$ cat src/design/dhbpwm_pkg.sv
`timescale 1ns / 1ps

package dhbpwm_pkg;

  typedef enum logic [1:0] {
    FUNC_TICK     = 2'd0,
    FUNC_SET_MODE = 2'd1,
    FUNC_DUTY_UP  = 2'd2,
    FUNC_DUTY_DN  = 2'd3
  } func_e;

  typedef enum logic [2:0] {
    MODE_STOP  = 3'd0,
    MODE_FWD   = 3'd1,
    MODE_BACK  = 3'd2,
    MODE_LEFT  = 3'd3,
    MODE_RIGHT = 3'd4,
    MODE_LSPIN = 3'd5,
    MODE_RSPIN = 3'd6
  } mode_e;

  typedef enum logic [1:0] {
    REG_PERIOD     = 2'd0,
    REG_DUTY_STEP  = 2'd1,
    REG_DUTY_FLOOR = 2'd2
  } reg_idx_e;

  typedef struct packed {
    logic [7:0] period;
    logic [5:0] duty_step;
    logic [7:0] duty_floor;
  } cfg_t;

  // line bit order: left_ccw, left_cw, right_ccw, right_cw from bit 0 upwards
  localparam logic [3:0] LN_LCCW = 4'b0001;
  localparam logic [3:0] LN_LCW  = 4'b0010;
  localparam logic [3:0] LN_RCCW = 4'b0100;
  localparam logic [3:0] LN_RCW  = 4'b1000;
  localparam logic [3:0] LN_ALL  = 4'b1111;

  localparam logic [7:0] PERIOD_RST     = 8'd100;
  localparam logic [5:0] DUTY_STEP_RST  = 6'd5;
  localparam logic [7:0] DUTY_FLOOR_RST = 8'd10;
  localparam logic [7:0] DUTY_RST       = 8'd50;

endpackage

$ cat src/design/dhbpwm_cfg_regs.sv
`timescale 1ns / 1ps

module dhbpwm_cfg_regs (
  input  logic              clk_i,
  input  logic              rst_ni,
  input  logic              cfg_we_i,
  input  logic [1:0]        cfg_idx_i,
  input  logic [7:0]        cfg_wdata_i,
  output dhbpwm_pkg::cfg_t  cfg_o
);

  dhbpwm_pkg::cfg_t cfg_q;
  dhbpwm_pkg::cfg_t cfg_d;

  always_comb begin
    cfg_d = cfg_q;
    if (cfg_we_i) begin
      case (dhbpwm_pkg::reg_idx_e'(cfg_idx_i))
        dhbpwm_pkg::REG_PERIOD:     cfg_d.period     = cfg_wdata_i;
        dhbpwm_pkg::REG_DUTY_STEP:  cfg_d.duty_step  = cfg_wdata_i[5:0];
        dhbpwm_pkg::REG_DUTY_FLOOR: cfg_d.duty_floor = cfg_wdata_i;
        default:                    cfg_d = cfg_q;
      endcase
    end
  end

  always_ff @(posedge clk_i or negedge rst_ni) begin
    if (!rst_ni) begin
      cfg_q.period     <= dhbpwm_pkg::PERIOD_RST;
      cfg_q.duty_step  <= dhbpwm_pkg::DUTY_STEP_RST;
      cfg_q.duty_floor <= dhbpwm_pkg::DUTY_FLOOR_RST;
    end else begin
      cfg_q <= cfg_d;
    end
  end

  assign cfg_o = cfg_q;

endmodule

$ cat src/design/dhbpwm_ctrl.sv
`timescale 1ns / 1ps

module dhbpwm_ctrl (
  input  logic              clk_i,
  input  logic              rst_ni,
  input  logic              accept_i,
  input  logic [1:0]        func_i,
  input  logic [2:0]        mode_i,
  input  dhbpwm_pkg::cfg_t  cfg_i,
  output logic [3:0]        lines_nxt_o,
  output logic [7:0]        duty_nxt_o
);

  logic [7:0]        phase_q, phase_d;
  logic [7:0]        duty_q, duty_d;
  dhbpwm_pkg::mode_e mode_q, mode_d;
  logic [3:0]        lines_q, lines_d;

  logic [7:0] phase_inc;
  logic       pwm_on;
  logic [3:0] pwm_set;
  logic [3:0] hi_fixed;
  logic [8:0] up_sum;
  logic [8:0] dn_diff;

  assign phase_inc = phase_q + 8'd1;
  assign pwm_on    = (phase_inc < duty_q);
  assign up_sum    = {1'b0, duty_q} + {3'b000, cfg_i.duty_step};
  assign dn_diff   = {1'b0, duty_q} - {3'b000, cfg_i.duty_step};

  always_comb begin
    hi_fixed = 4'b0000;
    case (mode_q)
      dhbpwm_pkg::MODE_FWD:   pwm_set = dhbpwm_pkg::LN_LCW | dhbpwm_pkg::LN_RCCW;
      dhbpwm_pkg::MODE_BACK:  pwm_set = dhbpwm_pkg::LN_LCCW | dhbpwm_pkg::LN_RCW;
      dhbpwm_pkg::MODE_LEFT: begin
        pwm_set  = dhbpwm_pkg::LN_RCCW;
        hi_fixed = dhbpwm_pkg::LN_LCCW | dhbpwm_pkg::LN_LCW;
      end
      dhbpwm_pkg::MODE_RIGHT: pwm_set = dhbpwm_pkg::LN_LCW;
      dhbpwm_pkg::MODE_LSPIN: pwm_set = dhbpwm_pkg::LN_LCCW | dhbpwm_pkg::LN_RCCW;
      default:                pwm_set = dhbpwm_pkg::LN_LCW | dhbpwm_pkg::LN_RCW;
    endcase
  end

  always_comb begin
    phase_d = phase_q;
    duty_d  = duty_q;
    mode_d  = mode_q;
    lines_d = lines_q;
    case (dhbpwm_pkg::func_e'(func_i))
      dhbpwm_pkg::FUNC_TICK: begin
        if (mode_q == dhbpwm_pkg::MODE_STOP) begin
          lines_d = dhbpwm_pkg::LN_ALL;
        end else begin
          lines_d = hi_fixed | (pwm_on ? pwm_set : 4'b0000);
          phase_d = (phase_inc >= cfg_i.period) ? 8'd0 : phase_inc;
        end
      end
      dhbpwm_pkg::FUNC_SET_MODE: begin
        if (mode_i <= dhbpwm_pkg::MODE_RSPIN) begin
          mode_d = dhbpwm_pkg::mode_e'(mode_i);
        end
      end
      dhbpwm_pkg::FUNC_DUTY_UP: begin
        duty_d = (up_sum >= {1'b0, cfg_i.period}) ? cfg_i.period : up_sum[7:0];
      end
      default: begin
        // saturate at the floor, borrow included
        duty_d = (dn_diff[8] || (dn_diff[7:0] <= cfg_i.duty_floor)) ?
                 cfg_i.duty_floor : dn_diff[7:0];
      end
    endcase
  end

  always_ff @(posedge clk_i or negedge rst_ni) begin
    if (!rst_ni) begin
      phase_q <= 8'd0;
      duty_q  <= dhbpwm_pkg::DUTY_RST;
      mode_q  <= dhbpwm_pkg::MODE_STOP;
      lines_q <= dhbpwm_pkg::LN_ALL;
    end else if (accept_i) begin
      phase_q <= phase_d;
      duty_q  <= duty_d;
      mode_q  <= mode_d;
      lines_q <= lines_d;
    end
  end

  assign lines_nxt_o = lines_d;
  assign duty_nxt_o  = duty_d;

endmodule

$ cat src/design/dual_h_bridge_pwm_driver_core.sv
`timescale 1ns / 1ps
// Result valid in the cycle after the input transfer, by the single pass from state
// registers through the update logic to the result register. Throughput: one item per
// cycle unless out_ready_i stalls the output; the result register refills in the cycle it drains.
// Reset: control registers back to period 100, step 5, floor 10, duty 50, stop mode,
// counter 0, all gate lines high; the output line and duty registers are not reset; no result pending.

module dual_h_bridge_pwm_driver_core (
  input  logic       clk_i,
  input  logic       rst_ni,
  input  logic       cfg_we_i,
  input  logic [1:0] cfg_idx_i,
  input  logic [7:0] cfg_wdata_i,
  input  logic       in_valid_i,
  output logic       in_ready_o,
  input  logic [1:0] func_i,
  input  logic [2:0] mode_i,
  output logic       out_valid_o,
  input  logic       out_ready_i,
  output logic       left_ccw_o,
  output logic       left_cw_o,
  output logic       right_ccw_o,
  output logic       right_cw_o,
  output logic [7:0] duty_now_o
);

  dhbpwm_pkg::cfg_t cfg;
  logic             accept;
  logic [3:0]       lines_nxt;
  logic [7:0]       duty_nxt;
  logic             out_valid_q, out_valid_d;
  logic [3:0]       lines_q;
  logic [7:0]       duty_q;

  assign in_ready_o = !out_valid_q || out_ready_i;
  assign accept     = in_valid_i && in_ready_o;

  dhbpwm_cfg_regs u_cfg_regs (
    .clk_i       (clk_i),
    .rst_ni      (rst_ni),
    .cfg_we_i    (cfg_we_i),
    .cfg_idx_i   (cfg_idx_i),
    .cfg_wdata_i (cfg_wdata_i),
    .cfg_o       (cfg)
  );

  dhbpwm_ctrl u_ctrl (
    .clk_i       (clk_i),
    .rst_ni      (rst_ni),
    .accept_i    (accept),
    .func_i      (func_i),
    .mode_i      (mode_i),
    .cfg_i       (cfg),
    .lines_nxt_o (lines_nxt),
    .duty_nxt_o  (duty_nxt)
  );

  assign out_valid_d = accept || (out_valid_q && !out_ready_i);

  always_ff @(posedge clk_i or negedge rst_ni) begin
    if (!rst_ni) begin
      out_valid_q <= 1'b0;
    end else begin
      out_valid_q <= out_valid_d;
    end
  end

  always_ff @(posedge clk_i) begin
    if (accept) begin
      lines_q <= lines_nxt;
      duty_q  <= duty_nxt;
    end
  end

  assign out_valid_o = out_valid_q;
  assign left_ccw_o  = lines_q[0];
  assign left_cw_o   = lines_q[1];
  assign right_ccw_o = lines_q[2];
  assign right_cw_o  = lines_q[3];
  assign duty_now_o  = duty_q;

endmodule
$ cat config.mk
export PLATFORM = sky130hd
export DESIGN_NAME = dual_h_bridge_pwm_driver_core
export DESIGN_NICKNAME = d
export VERILOG_FILES = /design/src/design/dhbpwm_pkg.sv /design/src/design/dhbpwm_cfg_regs.sv /design/src/design/dhbpwm_ctrl.sv /design/src/design/dual_h_bridge_pwm_driver_core.sv
export SDC_FILE = /design/constraint.sdc
export NUM_CORES = 1
export LEC_CHECK = 0
export BUFFER_PORTS_ARGS = -buffer_cell sky130_fd_sc_hd__buf_2
export CAP_MARGIN = 10
export CORE_ASPECT_RATIO = 1.5
export CORE_MARGIN = 3
export CORE_UTILIZATION = 44
export CTS_CLUSTER_SIZE = 28
export DETAILED_ROUTE_END_ITERATION = 16
export PLACE_DENSITY_LB_ADDON = 0.3
export SYNTH_ARGS = -nofsm -noshare
export SYNTH_HDL_FRONTEND = slang
export SYNTH_HIERARCHICAL = 1
export SYNTH_SLANG_ARGS = --single-unit
$ cat constraint.sdc
create_clock -name clk_i -period 4.8 [get_ports clk_i]
set_input_delay 0.48 -clock clk_i [delete_from_list [all_inputs] [get_ports clk_i]]
set_output_delay 0.48 -clock clk_i [all_outputs]
set_load 0.005 [all_outputs]
# == After elaboration in Yosys (flattened, before gate mapping) ==
# Cells that the tools add are included.
# word_totals
in_bits,20
output_inout_bits,14
word_cells,54
reg_bits,58
# op_classes
addsub,3
eq_ne,9
bitwise,2
reduce_logical,16
muxes,9
order_cmp,5
# op_table
cell,count
8-bit two-way mux,3
4-bit case mux with 5 select lines,1
8-bit case mux with 2 select lines,1
4-bit two-way mux,3
8-bit by 6-bit adder with 9-bit output,1
9-bit by 8-bit greater-or-equal comparator with 1-bit output,1
8-bit by 6-bit subtractor with 9-bit output,1
8-bit by 1-bit adder with 8-bit output (second input constant),1
8-bit greater-or-equal comparator,1
8-bit less-or-equal comparator,1
8-bit less-than comparator,1
3-bit by 2-bit == test with 1-bit output (second input constant),2
3-bit == test (second input constant),2
2-bit AND reduction,3
3-bit AND reduction,2
2-bit by 1-bit == test with 1-bit output (second input constant),2
2-bit == test (second input constant),2
2-bit zero test,2
2-bit by 4-bit OR with 4-bit output,1
3-bit by 1-bit == test with 1-bit output (second input constant),1
3-bit less-or-equal comparator (second input constant),1
3-bit zero test,1
1-bit logical OR,3
1-bit logical AND,2
other kinds (4),5

# == Depth between registers and ports, before layout ==
# Gate-level depths: netlist (run 1).
# logic_depth
ltp_word,6
ltp_mapped,16
ltp_nobuf,15

# == Hierarchy ==
# The synthesis (run 1) kept the hierarchy.
# modules_own_cells
mod,n_inst,seq_area_each_um2,area_per_inst_um2,cells_each
dhbpwm_ctrl,1,584.3,2874.0,361
dhbpwm_cfg_regs,1,559.3,844.6,47
dual_h_bridge_pwm_driver_core,1,385.4,414.1,16

# == Worst setup path after synthesis (run 1) ==
# No wires, ideal clock.
# synth_timing
path_type,register to register
startpoint,register u_cfg_regs.cfg_q (netlist bit u_cfg_regs/cfg_o[10])
endpoint,register duty_q[1] (netlist: duty_now_o[1]) (data pin)
path_stages_with_launch,16
path_slack_ns,1.254
period_less_slack_ns,3.546
arrival_ns,3.274
t_required_ns,4.529
n_path_buf,1
setup_time_ns,0.271
cell_sequence,dfstp_2 inv_1 ha_1 buf_2 nand2b_1 o2bb2ai_2 o31ai_4 xnor2_1 ha_1 or3_1 a31oi_1 o31ai_1 a31oi_4 mux2_1 nand3_1 o211ai_1
# synth_between
elab_chain_len,5
elab_cells_between_ends,8
classes_between,add/sub: 2; order compare: 2; mux: 3; reduce/logical: 1
# synth_rtl
item,line_no,rtl
from (decl),dhbpwm_cfg_regs.sv:12,dhbpwm_pkg::cfg_t cfg_q;
from (signal assigned),dhbpwm_cfg_regs.sv:33,cfg_q <= cfg_d;
8-bit by 6-bit subtractor with 9-bit output,dhbpwm_ctrl.sv:29,"assign dn_diff = {1'b0, duty_q} - {3'b000, cfg_i.duty_step};"
8-bit less-or-equal comparator,dhbpwm_ctrl.sv:70,duty_d = (dn_diff[8] || (dn_diff[7:0] <= cfg_i.duty_floor)) ?
1-bit logical OR,dhbpwm_ctrl.sv:70,
8-bit two-way mux,dhbpwm_ctrl.sv:70,
8-bit case mux with 2 select lines (*),dhbpwm_ctrl.sv:51,case (dhbpwm_pkg::func_e'(func_i))
via duty_nxt[1],dual_h_bridge_pwm_driver_core.sv:30,logic [7:0] duty_nxt;
to (signal assigned),dual_h_bridge_pwm_driver_core.sv:71,duty_q <= duty_nxt;
to (decl),dual_h_bridge_pwm_driver_core.sv:33,logic [7:0] duty_q;
# The timed path passes the listed nets; every way through them passes the cells marked *.
# A chain may end at the register's enable or synchronous reset.

# == Final worst setup path (run 1) ==
# layout_timing
startpoint,register u_cfg_regs.cfg_q (netlist bit u_cfg_regs/cfg_o[12])
endpoint,register duty_q[1] (netlist: duty_now_o[1]) (data pin)
# The elaborated chain is that of the path after synthesis.

==> results of run 1 <==
metal layers:
| layer | share of wire [%] | global-route usage [%] | vias to the layer above |
|---|---|---|---|
| met5 | 0 | 0 | - |
| met4 | 4.0 | 11.37 | 0 |
| met3 | 4.1 | 4.434 | 31 |
| met2 | 53 | 35.81 | 88 |
| met1 | 39 | 22.11 | 1571 |
| li1 | - | - | 1587 |
through the flow:
step	setup slack, ns	util, %	instances
after CTS	0.7078	52.55	571
after floorplan	1.254	-	424
after global routing	0.3967	52.55	571
after global placement	0.8001	48.77	555
after detailed placement	0.7317	48.77	555
final	0.7391	52.55	571
cell usage after synthesis (all sizes together) (5+ instances only):
cell | count | share of area (%)
nor2b | 6 | 0.91
dfrtp | 32 | 19
mux2i | 6 | 1.5
edfxtp | 12 | 8.7
a22oi | 5 | 1.2
ha | 44 | 13
buf | 7 | 0.82
o21a | 5 | 0.91
a31oi | 6 | 1.3
clkbuf | 5 | 0.45
a21oi | 21 | 2.5
nand2 | 46 | 4.2
xnor2 | 13 | 2.8
o21ai | 28 | 3.4
nor2 | 19 | 1.7
dfstp | 14 | 8.9
nand3 | 11 | 1.5
inv | 35 | 3.2
nand2b | 6 | 1.1
nor3 | 5 | 0.61
o211ai | 9 | 1.6
mux2 | 25 | 6.8
or2 | 5 | 0.76
layout make-up:
cell class              instances  area (um2)  share of cell area, %
multi-input cells             317        2412                  51.09
flip-flops and latches         58        1529                  32.38
clock buffers                  12       266.5                  5.644
repair buffers                 33       165.2                  3.498
inverters                      37       138.9                  2.941
well taps                     110       137.6                  2.915
clock inverters                 4       72.57                  1.537
path summary, 6_finish.rpt:
check | end
max | duty_now_o[1]
min | u_ctrl/duty_q[7]
max reg2reg | duty_now_o[1]
min reg2reg | u_ctrl/lines_q[2]
max in group asynchronous | u_cfg_regs/cfg_o[9]
min in group clk_i | out_valid_o
power by group:
group | internal, mW | switching (mW)
Sequential | 0.684 | 0.134
Clock | 0.495 | 0.228
Combinational | 0.818 | 1.06
sequential cells by signal (all words and copies together), names as in the netlist:
signal,count
lines_q,4
duty_now_o,8
u_ctrl/lines_q,4
u_ctrl/phase_q,8
u_ctrl/duty_q,8
out_valid_o,1
u_cfg_regs/cfg_o,22
u_ctrl/mode_q,3
logic make-up after synthesis:
family	share of synthesized area, %
DFF	37.00
adders and majority gates	14.29
AOI/OAI and AO/OA	17.83
buffers and inverters	4.632
and+or+nand+nor	14.38
muxes	8.265
xor gates and xnor gates	3.603
worst max-delay path, delay by kind of cell (launching register included):
kind / cells / cell delay, ns
compound gates: 7 / 1.75
xor+xnor: 1 / 0.13
buf+inv: 2 / 0.21
simple gates: 2 / 0.19
flops: 1 / 0.39
fa+ha+maj: 2 / 0.76
mux: 1 / 0.35
==> summary.md, run 1 <==
| Metric | Value |
|---|---|
| Status | complete, no violations |
| Post-synth EDFFs | 12 |
| Pre-Repair DR Iteration Count | 5 |
| CP peak stage delay | 0.65 ns |
| Total gr overflow | 0 |
| Cells after Synth | 424 |
| Synth-to-layout area growth | 14.26% |
| RR Startpoint | u_cfg_regs/cfg_o[12] |
| Pwr dens | 723.9 nW/um2 |
| Yosys warns | 6 |
| Synth Register Bits | 58 |
| Pleak | 2.124 nW |
| Violation count after the first detailed-routing iteration | 263 |
| Post-CTS Setup Bufs | 0 |
| Routed vias/inst | 5.739 |
| Fmax | 246.3 MHz |
| R2r setup slk | 0.74 ns |
| Crit path DAT | 4.11 ns |
| Part of the cycle the worst path needs | 84.60% |
| Hold-fix buffers, CTS | 0 |
| Final setup fails | 0 |
| Initial antenna violation count | 0 |
| Predominant post-synthesis flop cell | dfrtp_1 |
| Final HPWL DP | 7.606 mm |
| Synth cell types | 63 |
| Post-synth ARST share | 79.31% |
| Final GP Congestion | 0.9370 |
| Area of placed instances | 4383 um2 |
| Residual DRC | 0 |
| Hold crit path type | in -> async |
| Nets@finish | 522 |
| Chip width | 85.13 um |
| Setup tns final | 0 ns |
| Worst Setup Path Type | reg -> reg |
| Vias | 3277 |
| Num CTS Buffers | 9 |
| Cell Chain, Critical Path | inv_1 > ha_1 > inv_1 > a221oi_1 > a21oi_1 > o21ai_0 > xnor2_1 > ha_1 > o21a_1 > nand3_1 > o31ai_1 > a31oi_4 > mux2_1 > nand3_1 > o211ai_1 |
| Most common cell after layout, fill and taps aside | nand2_1 |
| Seq/Total Area, Yosys | 37.00% |
| Global-route wire length before repair | 16.70 mm |
| Worst EP required | 4.85 ns |
| Final slew viol count | 0 |
| Clock Skews | 0.008504 ns |
| Slew of the pin with the lowest slew margin | 1.071 ns |
| Worst slew margin | 28.62% |
| PostCTS Resize Cnt | 0 |
| IO Port Bufs | 33 |
| R2r worst-path depth | 15 |
| Post-Syn Nets | 490 |
| Die area | 10620 um2 |
| CTS max path bufs | 2 |
| Core Footprint | 8986 um2 |
| Vias in the first global route | 3342 |
| CP startpoint | u_cfg_regs/cfg_o[12] |
| Routed len/inst | 17.51 um |
| CTS Root Buffer Type | clkbuf_16 |
| Hold slack | 0.3478 ns |
| CP max FO | 9 |
| Syn Area/Cell | 9.747 um2 |
| RSZ-0062 raised after global routing | false |
| Synthesized cell area | 4133 um2 |
| Commonest cells after routing, fill and taps aside | 46 x nand2_1, 44 x ha_1, 34 x inv_1 |
| ANT cells | 0 |
| Die Height | 124.7 um |
| Fillers | 811 |
| Largest net degree at the start of global routing | 47 |
| MaxCap Viol Count | 0 |
| Routed WL | 9.997 mm |
| Worst-path clk slew | 0.06 ns |
| Tot GR Track Use | 20.38% |
| IO Pins | 34 |
| CP Capture Type | register |
| CTS tree | yes |
| Initial core utilization | 45.99% |
| Row count | 42 |
| Design Area, Final | 4722 um2 |
| CP max-delay cell | o31ai_1 |
| Period minus WS final | 4.061 ns |
| ANT nets after route | 0 |
| H-tree levels | 3 |
| Worst skew pair latency | 0.34 ns |
| Clock sinks | 58 |
| Total Power | 3.418 mW |
| Fin. Hold Viols | 0 |
| Worst setup SP type | register |
| Share of layout cells above drive strength 1 | 22.34% |
| VDD IR-drop max | 0.2851 mV |
Power figures use the tool's default switching activity.
==> run 2: changes to the inputs <==
- ABC_AREA: default -> 1
- clock period: 4.8 -> 3.89 ns (I/O delays scaled with it)
==> run 2 against run 1 <==
Synthesized cell count up 34%. Sequential share of layout area down 1.6 points. Worst setup slack worse by 0.22 ns. Sequential cell count unchanged. First-iteration DRC count down 37%. Combinational power up 29%. Design area up 5.2%. Worst hold slack worse by 0.11 ns. Non-clock buffer count up 1. Critical path type unchanged.
==> summary.md, run 2 <==
| Metric | Value |
|---|---|
| Status | complete, no violations |
| CP max-delay cell | dfstp_2 |
| Total gr overflow | 0 |
| Synth area leaders | dfrtp_1 18%, nand2_1 14%, ha_1 13% |
| Routed len/inst | 14.86 um |
| Most common cell in the netlist | nand2_1 |
| Core Footprint | 9689 um2 |
| Initial core utilization | 45.38% |
| Register area | 1529 um2 |
| CP most frequent cell | nand2_1 |
| CTS Root Buffer Type | clkbuf_16 |
| Num CTS Buffers | 9 |
| CP Buf/Inv Count | 2 |
| Final slew viol count | 0 |
| Post-Syn Nets | 633 |
| Pwr dens | 868.1 nW/um2 |
| H-tree levels | 3 |
| Die area | 11250 um2 |
| Slew of the pin with the lowest slew margin | 1.035 ns |
| Period minus WS final | 3.367 ns |
| Clock sinks | 58 |
| Initial antenna violation count | 0 |
| Violation count after the first detailed-routing iteration | 165 |
| IO Port Bufs | 33 |
| Worst EP required | 3.97 ns |
| Final GP Congestion | 0.9246 |
| ANT cells | 0 |
| Part of the cycle the worst path needs | 86.54% |
| Yosys warns | 6 |
| CTS max path bufs | 2 |
| Crit path DAT | 3.45 ns |
| Synth-to-layout area growth | 13.01% |
| Global-route wire length before repair | 17.49 mm |
| Synth Register Bits | 58 |
| Synthesized cell area | 4397 um2 |
| Row count | 44 |
| Fillers | 940 |
| Die Height | 128.4 um |
| MaxCap Viol Count | 0 |
| Residual DRC | 0 |
| Synth cell types | 42 |
| Cell Chain, Critical Path | inv_1 > ha_1 > nand2_1 > nand2_1 > nand2_1 > nand3_1 > nand2_1 > nand2_1 > nand2_1 > nand2_1 > ha_1 > nand2_1 > nor2_1 > nand4_1 > nand3_4 > nand2_1 > nand3_1 > o21ai_0 > inv_1 > nand2_2 |
| Cells after Synth | 567 |
| Tot GR Track Use | 20.18% |
| Post-synth ARST share | 79.31% |
| RSZ-0062 raised after global routing | false |
| CP peak stage delay | 0.54 ns |
| IO Pins | 34 |
| Largest area contributor in the netlist | dfrtp_1 |
| Total Power | 4.313 mW |
| Vias | 3809 |
| Nets@finish | 667 |
| Worst skew pair latency | 0.34 ns |
| Syn Area/Cell | 7.754 um2 |
| Chip width | 87.62 um |
| Final setup fails | 0 |
| CTS tree | yes |
| Crit path max-delay family | simple AND/OR/NAND/NOR gates |
| Most common cell after layout, fill and taps aside | nand2_1 |
| Hold slack | 0.2403 ns |
| CP max FO | 10 |
| Fin. Hold Viols | 0 |
| Post-synth top area share | 18.21% |
| Worst setup SP type | register |
| Routed WL | 10.72 mm |
| Post-synth EDFFs | 12 |
| Routed vias/inst | 5.283 |
| Seq/Total Area, Yosys | 34.78% |
| Clock Skews | 0.005960 ns |
| Fmax | 297.0 MHz |
| Pleak | 2.650 nW |
| Predominant post-synthesis flop cell | dfrtp_1 |
| Vias in the first global route | 3646 |
| Largest register FFs | 22 |
| Top cells by count, synth | 165 x nand2_1, 79 x inv_1, 51 x nand3_1 |
| Area occupied by multi-input gates | 2439 um2 |
| PostCTS Resize Cnt | 0 |
| VDD IR-drop max | 0.4041 mV |
| Setup tns final | 0 ns |
| Post-CTS Setup Bufs | 0 |
| Worst-path clk slew | 0.06 ns |
| Worst slew margin | 30.98% |
| Commonest cells after routing, fill and taps aside | 165 x nand2_1, 79 x inv_1, 51 x nand3_1 |
| Final HPWL DP | 8.446 mm |
| Share of layout cells above drive strength 1 | 17.33% |
| Largest net degree at the start of global routing | 47 |
| Pre-Repair DR Iteration Count | 5 |
| ANT nets after route | 0 |
| Hold-fix buffers, CTS | 0 |
| Hold crit path type | in -> async |
| Worst Setup Path Type | reg -> reg |
| CP Capture Type | register |
run 2: kinds of logic (layout without fill, tap and decap cells):
family	Yosys count	count (layout)	share of synthesized area (%)
compound gates	48	48	6.631
fa+ha+maj	46	46	13.43
buf+inv	104	143	9.846
flops	58	58	34.78
xor+xnor	13	13	2.590
mux	2	2	0.5122
simple gates	296	296	32.21
run 2: stage by stage:
step | setup slack [ns] | cells | util, % | cell area (um2)
after floorplan | 0.9246 | 567 | - | 4397
after global placement | 0.6590 | 705 | 47.90 | 4641
after detailed placement | 0.5768 | 705 | 47.90 | 4641
after CTS | 0.5637 | 721 | 51.28 | 4969
after global routing | 0.1907 | 721 | 51.28 | 4969
final | 0.5234 | 721 | 51.28 | 4969
run 2: path summary, 6_finish.rpt:
kind / to / start / cells past startpoint / slack (ns)
setup / recovery: duty_now_o[4] / u_cfg_regs/cfg_o[10] / 20 / 0.52
hold / removal: out_valid_o / rst_ni / 1 / 0.24
setup reg to reg: duty_now_o[4] / u_cfg_regs/cfg_o[10] / 20 / 0.52
min in group clk_i: out_valid_o / in_valid_i / 3 / 0.27
hold reg to reg: u_cfg_regs/cfg_o[19] / u_cfg_regs/cfg_o[19] / 2 / 0.46
max in group asynchronous: u_cfg_regs/cfg_o[15] / rst_ni / 1 / 3.01
run 2: per-layer routing:
layer / GRT usage, % / part of all wire [%] / vias to the layer above
met5: 0 / 0 / -
met4: 11.29 / 4.2 / 0
met3: 3.716 / 4.4 / 30
met2: 34.37 / 51 / 101
met1: 23.42 / 40 / 1765
li1: - / - / 1913
run 2: where the power goes:
group | switching (mW) | internal [mW]
combinational | 1.54 | 0.887
clock | 0.305 | 0.565
sequential | 0.177 | 0.834
total | 2.03 | 2.29
run 2: area by class of cell:
type	instances	area share [%]
Timing Repair Buffer	34	3.475
Clock inverter	7	2.065
Clock buffer	9	4.533
Sequential cell	58	30.77
Multi-Input combinational cell	405	49.08
Inverter	93	7.177
Tap cell	115	2.896
==> run 3: changes to the inputs <==
- CELL_PAD_IN_SITES_DETAIL_PLACEMENT: default -> 0
- CELL_PAD_IN_SITES_GLOBAL_PLACEMENT: default -> 2
- CORE_UTILIZATION: 44 -> 36
==> run 3 against run 2 <==
Via count shrank 2.2%. Design area is essentially flat. First-iteration DRC count shrank 13%. Clock skew shrank 0.0026 ns. Die area grew 21%. Power shrank 2.7%. Critical path type unchanged. Largest cell class unchanged. Largest power group unchanged.
==> summary.md, run 3 (synthesis results as in run 2) <==
| Metric | Value |
|---|---|
| Die area | 13600 um2 |
| Initial core utilization | 37.54% |
| Clock sinks | 58 |
| Initial antenna violation count | 0 |
| CTS Root Buffer Type | clkbuf_16 |
| IO Port Bufs | 33 |
| Routed WL | 11.62 mm |
| Crit path max-delay family | simple AND/OR/NAND/NOR gates |
| IO Pins | 34 |
| CP Buf/Inv Count | 2 |
| Most common cell after layout, fill and taps aside | nand2_1 |
| Hold crit path type | in -> async |
| PostCTS Resize Cnt | 0 |
| Clock Skews | 0.003361 ns |
| Largest net degree at the start of global routing | 47 |
| Violation count after the first detailed-routing iteration | 143 |
| Status | complete, no violations |
| Post-route core utilization | 42.39% |
| Die Height | 141.4 um |
| Final GP Congestion | 0.8819 |
| Total gr overflow | 0 |
| Reg power frac | 24.0% |
| Switching share of power | 48.33% |
| Comb power frac | 58.3% |
| Commonest cells after routing, fill and taps aside | 165 x nand2_1, 79 x inv_1, 51 x nand3_1 |
| Placed cells | 740 |
| Setup tns final | 0 ns |
| Nets@finish | 667 |
| CP most frequent cell | nand2_1 |
| Sw power | 2.028 mW |
| Chip width | 96.24 um |
| Post-CTS Setup Bufs | 0 |
| CP Capture Type | register |
| Core Footprint | 11710 um2 |
| Share of layout cells above drive strength 1 | 17.33% |
| Largest register FFs | 22 |
| Cell Chain, Critical Path | inv_1 > ha_1 > nand2_1 > nand2_1 > nand2_1 > nand3_1 > nand2_1 > nand2_1 > nand2_1 > nand2_1 > ha_1 > nand2_1 > nor2_1 > nand4_1 > nand3_4 > nand2_1 > nand3_1 > o21ai_0 > inv_1 > nand2_2 |
| Hold-fix buffers, CTS | 0 |
| H-tree levels | 3 |
| Fin. Hold Viols | 0 |
| Pre-Repair DR Iteration Count | 5 |
| Final HPWL DP | 9.382 mm |
| ANT nets after route | 0 |
| Worst Setup Path Type | reg -> reg |
| Routed vias/inst | 4.926 |
| Levels on crit path | 20 |
| Row count | 48 |
| Routed len/inst | 15.37 um |
| RSZ-0062 raised after global routing | false |
| Tot GR Track Use | 18.34% |
| Period minus WS final | 3.360 ns |
| Worst skew pair latency | 0.33 ns |
| Clock share of power | 17.7% |
| Worst EP required | 3.97 ns |
| CP max-delay cell | dfstp_2 |
| Num CTS Buffers | 9 |
| CP peak stage delay | 0.54 ns |
| Slew of the pin with the lowest slew margin | 1.077 ns |
| ANT cells | 0 |
| Vias in the first global route | 3624 |
| Worst-path clk slew | 0.05 ns |
| Final setup fails | 0 |
| Pwr dens | 845.1 nW/um2 |
| Pleak | 2.625 nW |
| Internal | 2.168 mW |
| Worst setup SP type | register |
| CTS max path bufs | 2 |
| Fmax | 297.6 MHz |
| VDD IR-drop max | 0.3127 mV |
| Final slew viol count | 0 |
| Crit path DAT | 3.44 ns |
| R2r worst-path depth | 20 |
| CTS tree | yes |
| Part of the cycle the worst path needs | 86.37% |
| Synth-to-layout area growth | 12.92% |
| Global-route wire length before repair | 18.71 mm |
| MaxCap Viol Count | 0 |
| Final cell count without fillers | 756 |
| R2r setup slk | 0.53 ns |
| Vias | 3724 |
| Residual DRC | 0 |
| CP max FO | 10 |
| Worst slew margin | 28.20% |
## run 3: worst paths after layout
kind,startpoint,endpoint
min in group clk_i,in_valid_i,out_valid_o
hold reg to reg,u_cfg_regs/cfg_o[20],u_cfg_regs/cfg_o[20]
setup / recovery,u_cfg_regs/cfg_o[10],duty_now_o[0]
hold / removal,rst_ni,out_valid_o
max in group asynchronous,rst_ni,u_cfg_regs/cfg_o[21]
setup reg to reg,u_cfg_regs/cfg_o[10],duty_now_o[0]
## run 3: metal layers
layer	vias up	wire, um	global-route usage (%)
met1	1722	4634	20.86
li1	1910	-	-
met3	13	361	2.016
met4	0	223	7.121
met5	-	0	0
met2	79	6398	33.93
## run 3: area by class of cell
type | instances | area [um2]
Inverter | 93 | 356.6
Clock inverter | 6 | 41.29
Clock buffer | 10 | 239.0
Tap cell | 150 | 187.7
Timing Repair Buffer | 34 | 172.7
Fill cell | 1249 | 6746
Sequential cell | 58 | 1529
Multi-Input combinational cell | 405 | 2439
## run 3: stage by stage
stage / instance area [um2] / hold slack (ns) / power, mW / worst slack (ns)
6_report: 4965 / 0.2511 / 4.196 / 0.5303
5_1_grt: 4965 / 0.2781 / 4.636 / 0.1079
4_1_cts: 4965 / 0.2660 / 4.239 / 0.5415
3_5_place_dp: 4684 / 0.4556 / 3.456 / 0.5629
3_3_place_gp: 4684 / 0.4549 / 3.436 / 0.6116
2_1_floorplan: 4397 / 0.09341 / 2.855 / 0.9246
## run 3: worst reg2reg max path: stages, from the launching register on
cell,delay (ns)
dfstp_2,0.54
inv_1,0.04
ha_1,0.42
nand2_1,0.15
nand2_1,0.06
nand2_1,0.08
nand3_1,0.08
nand2_1,0.10
nand2_1,0.06
nand2_1,0.05
nand2_1,0.10
ha_1,0.31
nand2_1,0.07
nor2_1,0.13
nand4_1,0.30
nand3_4,0.26
nand2_1,0.07
nand3_1,0.08
o21ai_0,0.09
inv_1,0.07
nand2_2,0.06
## run 3: power groups by stage
stage          Sequential, mW  Clock, mW  Combinational (mW)
2_1_floorplan           0.945          0                1.91
3_3_place_gp             1.01          0                2.42
6_report                 1.01      0.745                2.44
5_1_grt                  1.03      0.789                2.82
3_5_place_dp             1.01          0                2.44
4_1_cts                  1.01      0.767                2.46
